===== src/sv/pgpfr_pkg.sv =====
// ----------------------------------------------------------------------------
// pgpfr_pkg
// Shared types and codes for the OpenPGP packet framer.
// ----------------------------------------------------------------------------
package pgpfr_pkg;

  localparam int LENGTH_BITS_DEF = 32;
  localparam int BODY_LEN_W      = 32;
  localparam int TYPE_W          = 6;

  typedef enum logic [1:0] {
    KIND_HEADER = 2'd0,
    KIND_BODY   = 2'd1,
    KIND_ERROR  = 2'd2
  } kind_t;

  typedef enum logic [1:0] {
    ERR_BAD_TAG     = 2'd0,
    ERR_PARTIAL_LEN = 2'd1,
    ERR_TRUNC_HDR   = 2'd2,
    ERR_TRUNC_BODY  = 2'd3
  } err_t;

  typedef enum logic [2:0] {
    PH_IDLE     = 3'd0,
    PH_NEWFIRST = 3'd1,
    PH_LENMORE  = 3'd2,
    PH_BODY     = 3'd3,
    PH_OPEN     = 3'd4,
    PH_DRAIN    = 3'd5
  } phase_t;

  typedef struct packed {
    logic [1:0]            kind;
    logic [TYPE_W-1:0]     packet_type;
    logic [BODY_LEN_W-1:0] body_length;
    logic                  length_open;
    logic [7:0]            body_byte;
    logic                  last_in_packet;
    logic [1:0]            error_code;
  } result_t;

endpackage


===== src/sv/pgpfr_ifs.sv =====
// ----------------------------------------------------------------------------
// pgpfr channel interfaces
// Byte input channel and result channel, valid/ready handshake.
// ----------------------------------------------------------------------------
interface pgpfr_in_if;
  logic       valid;
  logic       ready;
  logic [7:0] data_byte;
  logic       end_of_input;

  modport source (output valid, output data_byte, output end_of_input, input ready);
  modport sink   (input valid, input data_byte, input end_of_input, output ready);
endinterface

interface pgpfr_out_if;
  logic        valid;
  logic        ready;
  logic [1:0]  kind;
  logic [5:0]  packet_type;
  logic [31:0] body_length;
  logic        length_open;
  logic [7:0]  body_byte;
  logic        last_in_packet;
  logic [1:0]  error_code;

  modport source (output valid, output kind, output packet_type, output body_length,
                  output length_open, output body_byte, output last_in_packet,
                  output error_code, input ready);
  modport sink   (input valid, input kind, input packet_type, input body_length,
                  input length_open, input body_byte, input last_in_packet,
                  input error_code, output ready);
endinterface


===== src/sv/openpgp_packet_framer.sv =====
// ----------------------------------------------------------------------------
// openpgp_packet_framer
// Splits an encoded OpenPGP byte stream into header, body and error results.
// ----------------------------------------------------------------------------
// One byte is taken per clock while in_if.ready is high. Each byte updates the
// header/length state and produces at most one result, which is held in a single
// output register and shown the cycle after the byte is taken. in_if.ready stays
// high while that register is empty or being read in the same cycle, so a steady
// stream runs at one byte per cycle and the only limit is the downstream ready.
// Lengths above 2^LENGTH_BITS-1 saturate. After an error, bytes are dropped up to
// and including the one marked end_of_input; end_of_input always resets framing.
module openpgp_packet_framer import pgpfr_pkg::*; #(
  parameter int LENGTH_BITS = LENGTH_BITS_DEF
) (
  input  logic         clk,
  input  logic         rst_n,
  pgpfr_in_if.sink     in_if,
  pgpfr_out_if.source  out_if
);

  localparam logic [32:0]            LEN_MAX_EXT = (33'd1 << LENGTH_BITS) - 33'd1;
  localparam logic [LENGTH_BITS-1:0] REM_ONE     = {{(LENGTH_BITS-1){1'b0}}, 1'b1};

  phase_t                  phase_r, phase_nxt;
  logic [TYPE_W-1:0]       held_type_r, held_type_nxt;
  logic [2:0]              lbl_r, lbl_nxt;
  logic [31:0]             acc_r, acc_nxt;
  logic [LENGTH_BITS-1:0]  rem_r, rem_nxt;
  logic                    two_r, two_nxt;
  logic                    out_valid_r;
  result_t                 out_r;

  logic                    res_valid;
  result_t                 res;

  logic                    take;
  logic [7:0]              b;
  logic                    eoi;
  logic [31:0]             acc_shift;
  logic [2:0]              lbl_dec;
  logic                    len_done;
  logic [32:0]             len_raw;
  logic [LENGTH_BITS-1:0]  len_sat;
  logic                    len_zero;
  logic [LENGTH_BITS-1:0]  rem_dec;
  logic                    first_short;
  logic                    first_two;
  logic                    first_five;

  assign take       = in_if.valid && in_if.ready;
  assign in_if.ready = !out_valid_r || out_if.ready;
  assign b          = in_if.data_byte;
  assign eoi        = in_if.end_of_input;

  assign acc_shift  = {acc_r[23:0], b};
  assign lbl_dec    = lbl_r - 3'd1;
  assign len_done   = (lbl_dec == 3'd0);
  assign first_short = (b < 8'd192);
  assign first_two   = (b >= 8'd192) && (b < 8'd224);
  assign first_five  = (b == 8'd255);

  // header length from either the single new-format byte or the gathered bytes
  always_comb begin
    if (phase_r == PH_NEWFIRST) begin
      len_raw = {25'd0, b};
    end else begin
      len_raw = {1'b0, acc_shift} + (two_r ? 33'd192 : 33'd0);
    end
  end

  assign len_sat  = (len_raw > LEN_MAX_EXT) ? LEN_MAX_EXT[LENGTH_BITS-1:0]
                                            : len_raw[LENGTH_BITS-1:0];
  assign len_zero = (len_raw == 33'd0);
  assign rem_dec  = (rem_r != '0) ? rem_r - REM_ONE : '0;

  // next phase
  always_comb begin
    phase_nxt = phase_r;
    case (phase_r)
      PH_IDLE: begin
        if (eoi)                  phase_nxt = PH_IDLE;
        else if (!b[7])           phase_nxt = PH_DRAIN;
        else if (b[6])            phase_nxt = PH_NEWFIRST;
        else if (b[1:0] == 2'd3)  phase_nxt = PH_OPEN;
        else                      phase_nxt = PH_LENMORE;
      end
      PH_NEWFIRST: begin
        if (eoi)                          phase_nxt = PH_IDLE;
        else if (first_short)             phase_nxt = len_zero ? PH_IDLE : PH_BODY;
        else if (first_two || first_five) phase_nxt = PH_LENMORE;
        else                              phase_nxt = PH_DRAIN;
      end
      PH_LENMORE: begin
        if (eoi)           phase_nxt = PH_IDLE;
        else if (len_done) phase_nxt = len_zero ? PH_IDLE : PH_BODY;
        else               phase_nxt = PH_LENMORE;
      end
      PH_BODY: begin
        phase_nxt = (eoi || rem_dec == '0) ? PH_IDLE : PH_BODY;
      end
      PH_OPEN:  phase_nxt = eoi ? PH_IDLE : PH_OPEN;
      PH_DRAIN: phase_nxt = eoi ? PH_IDLE : PH_DRAIN;
      default:  phase_nxt = PH_IDLE;
    endcase
  end

  // result and datapath updates
  always_comb begin
    held_type_nxt = held_type_r;
    lbl_nxt       = lbl_r;
    acc_nxt       = acc_r;
    rem_nxt       = rem_r;
    two_nxt       = two_r;
    res_valid     = 1'b0;
    res           = '0;

    case (phase_r)
      PH_IDLE: begin
        if (!b[7]) begin
          res_valid      = 1'b1;
          res.kind       = KIND_ERROR;
          res.error_code = ERR_BAD_TAG;
        end else begin
          two_nxt = 1'b0;
          acc_nxt = '0;
          if (b[6]) begin
            held_type_nxt = b[5:0];
            if (eoi) begin
              res_valid       = 1'b1;
              res.kind        = KIND_ERROR;
              res.packet_type = b[5:0];
              res.error_code  = ERR_TRUNC_HDR;
            end
          end else begin
            held_type_nxt = {2'b00, b[5:2]};
            case (b[1:0])
              2'd0:    lbl_nxt = 3'd1;
              2'd1:    lbl_nxt = 3'd2;
              2'd2:    lbl_nxt = 3'd4;
              default: lbl_nxt = lbl_r;
            endcase
            if (b[1:0] == 2'd3) begin
              res_valid          = 1'b1;
              res.kind           = KIND_HEADER;
              res.packet_type    = {2'b00, b[5:2]};
              res.length_open    = 1'b1;
              res.last_in_packet = eoi;
            end else if (eoi) begin
              res_valid       = 1'b1;
              res.kind        = KIND_ERROR;
              res.packet_type = {2'b00, b[5:2]};
              res.error_code  = ERR_TRUNC_HDR;
            end
          end
        end
      end

      PH_NEWFIRST, PH_LENMORE: begin
        if (phase_r == PH_LENMORE) begin
          acc_nxt = acc_shift;
          lbl_nxt = lbl_dec;
          if (len_done) two_nxt = 1'b0;
        end else if (first_two) begin
          acc_nxt = {27'd0, b[4:0]};
          lbl_nxt = 3'd1;
          two_nxt = 1'b1;
        end else if (first_five) begin
          acc_nxt = '0;
          lbl_nxt = 3'd4;
          two_nxt = 1'b0;
        end

        res.packet_type = held_type_r;
        if ((phase_r == PH_NEWFIRST && first_short) ||
            (phase_r == PH_LENMORE && len_done)) begin
          // header complete
          rem_nxt   = len_sat;
          res_valid = 1'b1;
          if (eoi && !len_zero) begin
            res.kind       = KIND_ERROR;
            res.error_code = ERR_TRUNC_BODY;
          end else begin
            res.kind           = KIND_HEADER;
            res.body_length    = BODY_LEN_W'(len_sat);
            res.last_in_packet = len_zero;
          end
        end else if (phase_r == PH_NEWFIRST && !first_two && !first_five) begin
          res_valid      = 1'b1;
          res.kind       = KIND_ERROR;
          res.error_code = ERR_PARTIAL_LEN;
        end else if (eoi) begin
          res_valid      = 1'b1;
          res.kind       = KIND_ERROR;
          res.error_code = ERR_TRUNC_HDR;
        end
      end

      PH_BODY: begin
        res_valid       = 1'b1;
        res.packet_type = held_type_r;
        if (eoi && rem_r > REM_ONE) begin
          res.kind       = KIND_ERROR;
          res.error_code = ERR_TRUNC_BODY;
        end else begin
          rem_nxt            = rem_dec;
          res.kind           = KIND_BODY;
          res.body_byte      = b;
          res.last_in_packet = (rem_dec == '0);
        end
      end

      PH_OPEN: begin
        res_valid          = 1'b1;
        res.kind           = KIND_BODY;
        res.packet_type    = held_type_r;
        res.body_byte      = b;
        res.last_in_packet = eoi;
      end

      default: begin
        res_valid = 1'b0;
      end
    endcase
  end

  always_ff @(posedge clk) begin
    if (!rst_n) begin
      phase_r     <= PH_IDLE;
      held_type_r <= '0;
      lbl_r       <= '0;
      acc_r       <= '0;
      rem_r       <= '0;
      two_r       <= 1'b0;
      out_valid_r <= 1'b0;
    end else begin
      if (take) begin
        phase_r     <= phase_nxt;
        held_type_r <= held_type_nxt;
        lbl_r       <= lbl_nxt;
        acc_r       <= acc_nxt;
        rem_r       <= rem_nxt;
        two_r       <= two_nxt;
        out_valid_r <= res_valid;
      end else if (out_if.ready) begin
        out_valid_r <= 1'b0;
      end
    end
  end

  // result payload, loaded only when a transfer makes a result
  always_ff @(posedge clk) begin
    if (take && res_valid) begin
      out_r <= res;
    end
  end

  assign out_if.valid          = out_valid_r;
  assign out_if.kind           = out_r.kind;
  assign out_if.packet_type    = out_r.packet_type;
  assign out_if.body_length    = out_r.body_length;
  assign out_if.length_open    = out_r.length_open;
  assign out_if.body_byte      = out_r.body_byte;
  assign out_if.last_in_packet = out_r.last_in_packet;
  assign out_if.error_code     = out_r.error_code;

endmodule


===== src/flat_wrapper.sv =====
// flat-port wrapper written by rule: the top's interface ports become plain ports
module openpgp_packet_framer_flat import pgpfr_pkg::*;
#(
  parameter int LENGTH_BITS = LENGTH_BITS_DEF
)
  (clk, rst_n, in_if_valid, in_if_data_byte, in_if_end_of_input, in_if_ready, out_if_valid, out_if_kind, out_if_packet_type, out_if_body_length, out_if_length_open, out_if_body_byte, out_if_last_in_packet, out_if_error_code, out_if_ready);
  pgpfr_in_if in_if_i ();
  pgpfr_out_if out_if_i ();
  input  logic clk;
  input  logic rst_n;
  input wire logic [$bits(in_if_i.valid)-1:0] in_if_valid;
  input wire logic [$bits(in_if_i.data_byte)-1:0] in_if_data_byte;
  input wire logic [$bits(in_if_i.end_of_input)-1:0] in_if_end_of_input;
  output wire logic [$bits(in_if_i.ready)-1:0] in_if_ready;
  output wire logic [$bits(out_if_i.valid)-1:0] out_if_valid;
  output wire logic [$bits(out_if_i.kind)-1:0] out_if_kind;
  output wire logic [$bits(out_if_i.packet_type)-1:0] out_if_packet_type;
  output wire logic [$bits(out_if_i.body_length)-1:0] out_if_body_length;
  output wire logic [$bits(out_if_i.length_open)-1:0] out_if_length_open;
  output wire logic [$bits(out_if_i.body_byte)-1:0] out_if_body_byte;
  output wire logic [$bits(out_if_i.last_in_packet)-1:0] out_if_last_in_packet;
  output wire logic [$bits(out_if_i.error_code)-1:0] out_if_error_code;
  input wire logic [$bits(out_if_i.ready)-1:0] out_if_ready;
  assign in_if_i.valid = in_if_valid;
  assign in_if_i.data_byte = in_if_data_byte;
  assign in_if_i.end_of_input = in_if_end_of_input;
  assign in_if_ready = in_if_i.ready;
  assign out_if_valid = out_if_i.valid;
  assign out_if_kind = out_if_i.kind;
  assign out_if_packet_type = out_if_i.packet_type;
  assign out_if_body_length = out_if_i.body_length;
  assign out_if_length_open = out_if_i.length_open;
  assign out_if_body_byte = out_if_i.body_byte;
  assign out_if_last_in_packet = out_if_i.last_in_packet;
  assign out_if_error_code = out_if_i.error_code;
  assign out_if_i.ready = out_if_ready;
  openpgp_packet_framer #(.LENGTH_BITS(LENGTH_BITS)) u_core (.clk(clk), .rst_n(rst_n), .in_if(in_if_i), .out_if(out_if_i));
endmodule

===== config.mk =====
export PLATFORM = sky130hd
export DESIGN_NAME = openpgp_packet_framer_flat
export DESIGN_NICKNAME = d
export VERILOG_FILES = /design/src/sv/pgpfr_pkg.sv /design/src/sv/pgpfr_ifs.sv /design/src/sv/openpgp_packet_framer.sv /design/src/flat_wrapper.sv
export SDC_FILE = /design/constraint.sdc
export NUM_CORES = 1
export LEC_CHECK = 0
export ABC_AREA = 1
export BUFFER_PORTS_ARGS = -buffer_cell sky130_fd_sc_hd__clkbuf_2
export CAP_MARGIN = 20
export CORE_MARGIN = 2
export CORE_UTILIZATION = 50
export DETAILED_ROUTE_END_ITERATION = 6
export PLACE_DENSITY_LB_ADDON = 0.1
export SYNTH_ARGS = -nofsm -noshare
export SYNTH_HDL_FRONTEND = slang
export SYNTH_SLANG_ARGS = --single-unit
export TNS_END_PERCENT = 10

===== constraint.sdc =====
create_clock -name clk -period 4.6 [get_ports clk]
set_input_delay 0.23 -clock clk [delete_from_list [all_inputs] [get_ports clk]]
set_output_delay 0.23 -clock clk [all_outputs]
set_load 0.01 [all_outputs]

* After elaboration in Yosys (flattened, before gate mapping)
Cells that the tools add are included.
Word-level totals: bits in registers 122, input bits 13, output and inout port bits 54, logic and storage cells 155
Cells by class: add/sub/neg operators 3, magnitude comparators 5, eq/ne operators 16, muxes and demuxes 78, bitwise operators 4, reductions and logical operators 35
Operator list (count):
- 32-bit 2-to-1 mux | 4
- 24-bit 2-to-1 mux | 4
- 32-bit one-hot mux with 2 select lines | 1
- 3-bit 2-to-1 mux | 16
- 24-bit one-hot mux with 2 select lines | 1
- 8-bit 2-to-1 mux | 5
- 32-bit by 8-bit adder with 33-bit output | 1
- 33-bit by 32-bit greater-than comparator with 1-bit output (second input constant) | 1
- 33-bit logical NOT | 1
- 33-bit 2-to-1 mux | 1
- 32-bit by 1-bit greater-than comparator with 1-bit output (second input constant) | 1
- 32-bit logical NOT | 1
- 8-bit one-hot mux with 4 select lines | 1
- 32-bit nonzero test | 1
- 32-bit by 1-bit subtractor with 32-bit output (second input constant) | 1
- 2-bit 2-to-1 mux | 15
- 1-bit 2-to-1 mux | 19
- 3-bit one-hot mux with 6 select lines | 1
- 8-bit < comparator (second input constant) | 2
- 8-bit one-hot mux with 2 select lines | 1
- 6-bit 2-to-1 mux | 2
- 1-bit logical AND | 9
- 9-bit 2-to-1 mux | 1
- 3-bit one-hot mux with 3 select lines | 1
- 30 further kinds | 50

* Longest topological paths before layout
depth in word-level cells 9, mapped depth 22, mapped depth without buffers 22

* Worst setup path after synthesis
OpenSTA, ideal clock, no wires.
path type register to register, from reg u_core.phase_r[0], to reg u_core.out_r (netlist bit u_core.out_if.body_byte[0]) (enable), library setup time 0.406 ns, arrival 2.408 ns, required time 4.194 ns, path slack 1.785 ns, cell stages (with the launch flop) 10, buffers on the path 3, clock period less this slack 2.815 ns, path through dfxtp_1 -> buf_2 -> nand2_1 -> nor2_1 -> inv_1 -> clkbuf_1 -> buf_1 -> nand4_1 -> nand2_1 -> inv_1
Between the ends: word-level cells in the longest chain between the ends 7, elaborated cells on any way between the ends 16, classes of those cells eq/ne: 4; mux: 3; reduce/logical: 9
RTL lines:
- start, declared | line openpgp_packet_framer.sv:24 | phase_t phase_r, phase_nxt;
- start signal, assigned | line openpgp_packet_framer.sv:237 | phase_r <= phase_nxt;
- 3-bit by 1-bit equality test with 1-bit output | line openpgp_packet_framer.sv:117, openpgp_packet_framer.sv:174, openpgp_packet_framer.sv:187
- 1-bit logical AND (2 in a row) | line openpgp_packet_framer.sv:187 | end else if (phase_r == PH_NEWFIRST && !first_two && !first_five) begin
- 1-bit 2-to-1 mux | line openpgp_packet_framer.sv:187
- 1-bit 2-to-1 mux | line openpgp_packet_framer.sv:174 | if ((phase_r == PH_NEWFIRST && first_short) ||
- 1-bit one-hot mux with 3 select lines * | line openpgp_packet_framer.sv:117 | case (phase_r)
- 1-bit logical AND * | line openpgp_packet_framer.sv:252 | if (take && res_valid) begin
- end signal, assigned | line openpgp_packet_framer.sv:253 | out_r <= res;
- end, declared | line openpgp_packet_framer.sv:31 | result_t out_r;
Mark *: on every way between the ends. The rest lies on a longest branch, timed or not. A chain may end at the register's enable or synchronous reset.

* Worst setup path in the final report
from reg u_core.two_r, to reg u_core.out_r (netlist bit u_core.out_if.body_length[19]) (data pin)
Between the ends: word-level cells in the longest chain between the ends 7, elaborated cells on any way between the ends 9, classes of those cells add/sub: 1; order compare: 1; mux: 3; reduce/logical: 4
RTL lines:
- start, declared | line openpgp_packet_framer.sv:29 | logic two_r, two_nxt;
- start signal, assigned | line openpgp_packet_framer.sv:242 | two_r <= two_nxt;
- 8-bit 2-to-1 mux * | line openpgp_packet_framer.sv:67 | len_raw = {1'b0, acc_shift} + (two_r ? 33'd192 : 33'd0);
- 32-bit by 8-bit adder with 33-bit output * | line openpgp_packet_framer.sv:67
- 33-bit 2-to-1 mux * | line openpgp_packet_framer.sv:64 | if (phase_r == PH_NEWFIRST) begin
- parallel branches: the longest is 4 deep, another holds 33-bit by 32-bit greater-than comparator with 1-bit output
Every way passes the cells marked *.

==> results_dict.tcl <==
set metrics [dict create \
    status "complete, no violations" \
    final_antenna_net_count 0 \
    ff2ff_setup_slack_ns 1.16 \
    setup_tns_ns 0 \
    synth_async_sr_flop_share 0 \
    finalCoreUtilization 0.573 \
    htree_levels 4 \
    footprint_of_the_multi_input_gates_um2 4220 \
    syn_area_um2 7930 \
    gp_congestion 0.910 \
    post-synth-top-count-cell "sky130_fd_sc_hd__nand2_1" \
    synth_edf_count 52 \
    dp_hpwl_mm 17.5 \
    crit_required_ns 4.90 \
    die_width_um 130 \
    filler_cell_count 1568 \
    crit_path_max_fanout 18 \
    max_slew_margin 0.361 \
    report.final.hold_viol_count 0 \
    grt_antenna_before_repair 0 \
    tritoncts "built" \
    grt_max_degree 56 \
    preCtsSetupSlack_ns 1.02 \
    fmax_ghz 0.290 \
    placeableCoreArea_um2 15700 \
    first_pass_iters 7 \
    cts.clk_slew.worst_paths_ns 0.06 \
    drt_wl_total_mm 24.2 \
    p_leak_nw 4.35 \
    post_cts_buffers 0 \
    cts_resized 0 \
    crit_path_frequent_cell "sky130_fd_sc_hd__nor2_1" \
    synth.top_cells.by_count "276 x sky130_fd_sc_hd__nand2_1, 200 x sky130_fd_sc_hd__nor2_1, 142 x sky130_fd_sc_hd__inv_1" \
    synth-seq-cells 122 \
    numCtsBuffers 17 \
    fin_ws_ns 1.16 \
    crit_slowest_cell "sky130_fd_sc_hd__fa_1" \
    synth.yosys.warnings 0 \
    drt_first_iter_violations 810 \
    sequential_cell_area_um2 2960 \
    arrival_ns 3.74 \
    die-area_um2 16900 \
    synthToLayoutAreaGrowth_pct 13.5 \
    clock_skew_ns 0.00626 \
    irDropWorstVdd_v 0.000283 \
    start_util 0.504 \
    yosys.cell_types.count 49 \
    maxCapViolations 0 \
    critical_path_class "reg2reg" \
    vias_per_cell 5.55 \
    portBuffers 66 \
    dr_vias 8132 \
    clock_sink_count 122 \
    rsz_0062_raised_after_global_routing "no" \
    syn_avg_cell_area_um2 6.69 \
    globalRouteOverflowTotal 0 \
    finalMaxSlewViolations 0 \
    layout_worst_path_cycle_share 0.748 \
    power_density_nw_per_um2 409 \
    worst-slew-pin-transition_ns 0.958 \
    syn-instance-count 1185 \
    worst_path_largest_cell_delay_ns 0.39 \
    setup-violations-final 0 \
    die_h_um 130 \
    synthesized_nets 1209 \
    post-synth-top-area-fraction 0.197 \
    antennaDiodeCount 0 \
    layout.nets 1260 \
    min_period_ns 3.44 \
    endpoint_kind "flip-flop" \
    drive_gt1_frac 0.115 \
    top_level_ports 67 \
    synth.yosys.seq_area_share 0.374 \
    yosys-top-cells-area "sky130_fd_sc_hd__edfxtp_1 20%, sky130_fd_sc_hd__dfxtp_1 18%, sky130_fd_sc_hd__nand2_1 13%" \
    clock_insertion_delay_at_the_later_pin_of_the_skew_report_ns 0.43 \
    all_layer_gr_usage 0.294 \
    synth_top_flop_cell "sky130_fd_sc_hd__dfxtp_1" \
    holdBufCountCts 0 \
    wl_per_cell_um 16.5 \
    hold_path.class "in2reg" \
    placement_rows 46 \
    cts_buffer_depth 2 \
    route.detailed.drc 0 \
    grt_pass1_vias 7472 \
    cts_root_buffer "sky130_fd_sc_hd__clkbuf_16" \
    start_kind "flip-flop" \
    cells_along_the_critical_path "ha_1 -> inv_1 -> fa_1 -> nor2_1 -> nand2_1 -> nor2_1 -> nand2_1 -> nand3_1 -> inv_1 -> nor2_1 -> nand3_1 -> nor2_1 -> nand3_1 -> o21ai_2 -> buf_4 -> nand2_1 -> inv_1" \
    post-synth-top-area-cell "sky130_fd_sc_hd__edfxtp_1" \
    global_route_wire_length_before_repair_mm 39.1 \
]
[report_power, final]
| part | internal (mW) | switching, mW | total [mW] |
|---|---|---|---|
| clock network | 0.842 | 0.518 | 1.36 |
| logic | 0.307 | 0.721 | 1.03 |
| registers | 1.22 | 0.0715 | 1.30 |
[state kept, by name (all words and copies together), names as in the netlist]
signal	count
u_core.acc_r	24
u_core.held_type_r	6
u_core.two_r	1
u_core.rem_r	32
u_core.phase_r	3
u_core.out_if.valid	1
u_core.out_if.body_length	32
u_core.out_if.kind	2
u_core.lbl_r	3
u_core.out_if.length_open	1
u_core.out_if.body_byte	8
u_core.out_if.packet_type	6
u_core.out_if.last_in_packet	1
u_core.out_if.error_code	2
[worst max-delay path: cells and delay by family, from the launching register on]
family	cells	cell delay [ns]
and+or+nand+nor	10	1.51
DFF	1	0.37
adders and majority gates	2	0.60
AOI/OAI and AO/OA	1	0.28
buffers and inverters	4	0.53
[final cells by class]
class / instances / area share
multi-input combinational: 873 / 0.469
sequential: 122 / 0.329
inverter: 147 / 0.0613
clock buffer: 18 / 0.0477
timing repair buffer: 75 / 0.0456
tap: 216 / 0.0300
clock inverter: 14 / 0.0172
[per-layer routing]
| metal | vias to the layer above | share of wire | GRT usage |
|---|---|---|---|
| met5 | - | 0 | 0 |
| met4 | 0 | 0.024 | 0.102 |
| met3 | 45 | 0.052 | 0.0369 |
| met2 | 297 | 0.46 | 0.474 |
| met1 | 3763 | 0.47 | 0.408 |
| li1 | 4027 | - | - |
[logic make-up after synthesis]
family | synth area share
compound gates | 0.142
xor+xnor | 0.00774
fa+ha+maj | 0.0183
buf+inv | 0.0944
flops | 0.374
simple gates | 0.364
[worst paths after layout]
kind,start,end,cells after the start
worst min-delay path,out_if_ready,u_core.out_if.valid,4
worst max-delay path,u_core.two_r,u_core.out_if.body_length[19],17
worst max register to register,u_core.two_r,u_core.out_if.body_length[19],17
worst min register to register,u_core.held_type_r[0],u_core.held_type_r[0],2
[through the flow]
step                      hold slack [ns]  area, um^2  power, mW  instances
after global placement              0.455        8390       2.32       1432
after CTS                           0.100        8980       3.66       1464
after floorplan                     0.398        7930       2.02       1185
final                               0.102        9000       3.68       1465
after detailed placement            0.447        8390       2.32       1432
after global routing                0.146        9000       3.87       1465
[layout by cell type, fill, tap and decap left out, types with 2 or more instances in the layout]
cell                         count
sky130_fd_sc_hd__a211oi_1       27
sky130_fd_sc_hd__clkinv_2        3
sky130_fd_sc_hd__nor3_2          2
sky130_fd_sc_hd__ha_1           10
sky130_fd_sc_hd__nand3_2        15
sky130_fd_sc_hd__inv_1         141
sky130_fd_sc_hd__clkbuf_2       66
sky130_fd_sc_hd__a31oi_1        10
sky130_fd_sc_hd__xor2_1          4
sky130_fd_sc_hd__a32oi_1         2
sky130_fd_sc_hd__dfxtp_1        70
sky130_fd_sc_hd__nand2_2         3
sky130_fd_sc_hd__bufinv_16       3
sky130_fd_sc_hd__nand3b_1        2
sky130_fd_sc_hd__o21ai_0        51
sky130_fd_sc_hd__inv_2           5
sky130_fd_sc_hd__o21bai_1        9
sky130_fd_sc_hd__clkinvlp_4      4
sky130_fd_sc_hd__clkinv_1        4
sky130_fd_sc_hd__edfxtp_1       52
sky130_fd_sc_hd__nand2_1       276
sky130_fd_sc_hd__nor2_4          2
sky130_fd_sc_hd__or2_2           4
sky130_fd_sc_hd__nor2_1        200
sky130_fd_sc_hd__clkbuf_16      17
sky130_fd_sc_hd__xnor2_1         3
sky130_fd_sc_hd__nand4_1        20
sky130_fd_sc_hd__o22ai_1         6
sky130_fd_sc_hd__nor2_2          6
sky130_fd_sc_hd__o32ai_1         2
sky130_fd_sc_hd__nand3_1       115
sky130_fd_sc_hd__o221ai_1        2
sky130_fd_sc_hd__buf_4           8
sky130_fd_sc_hd__nor3_1         10
sky130_fd_sc_hd__a21oi_1        78
No activity file was read; power rests on OpenSTA's default activity.
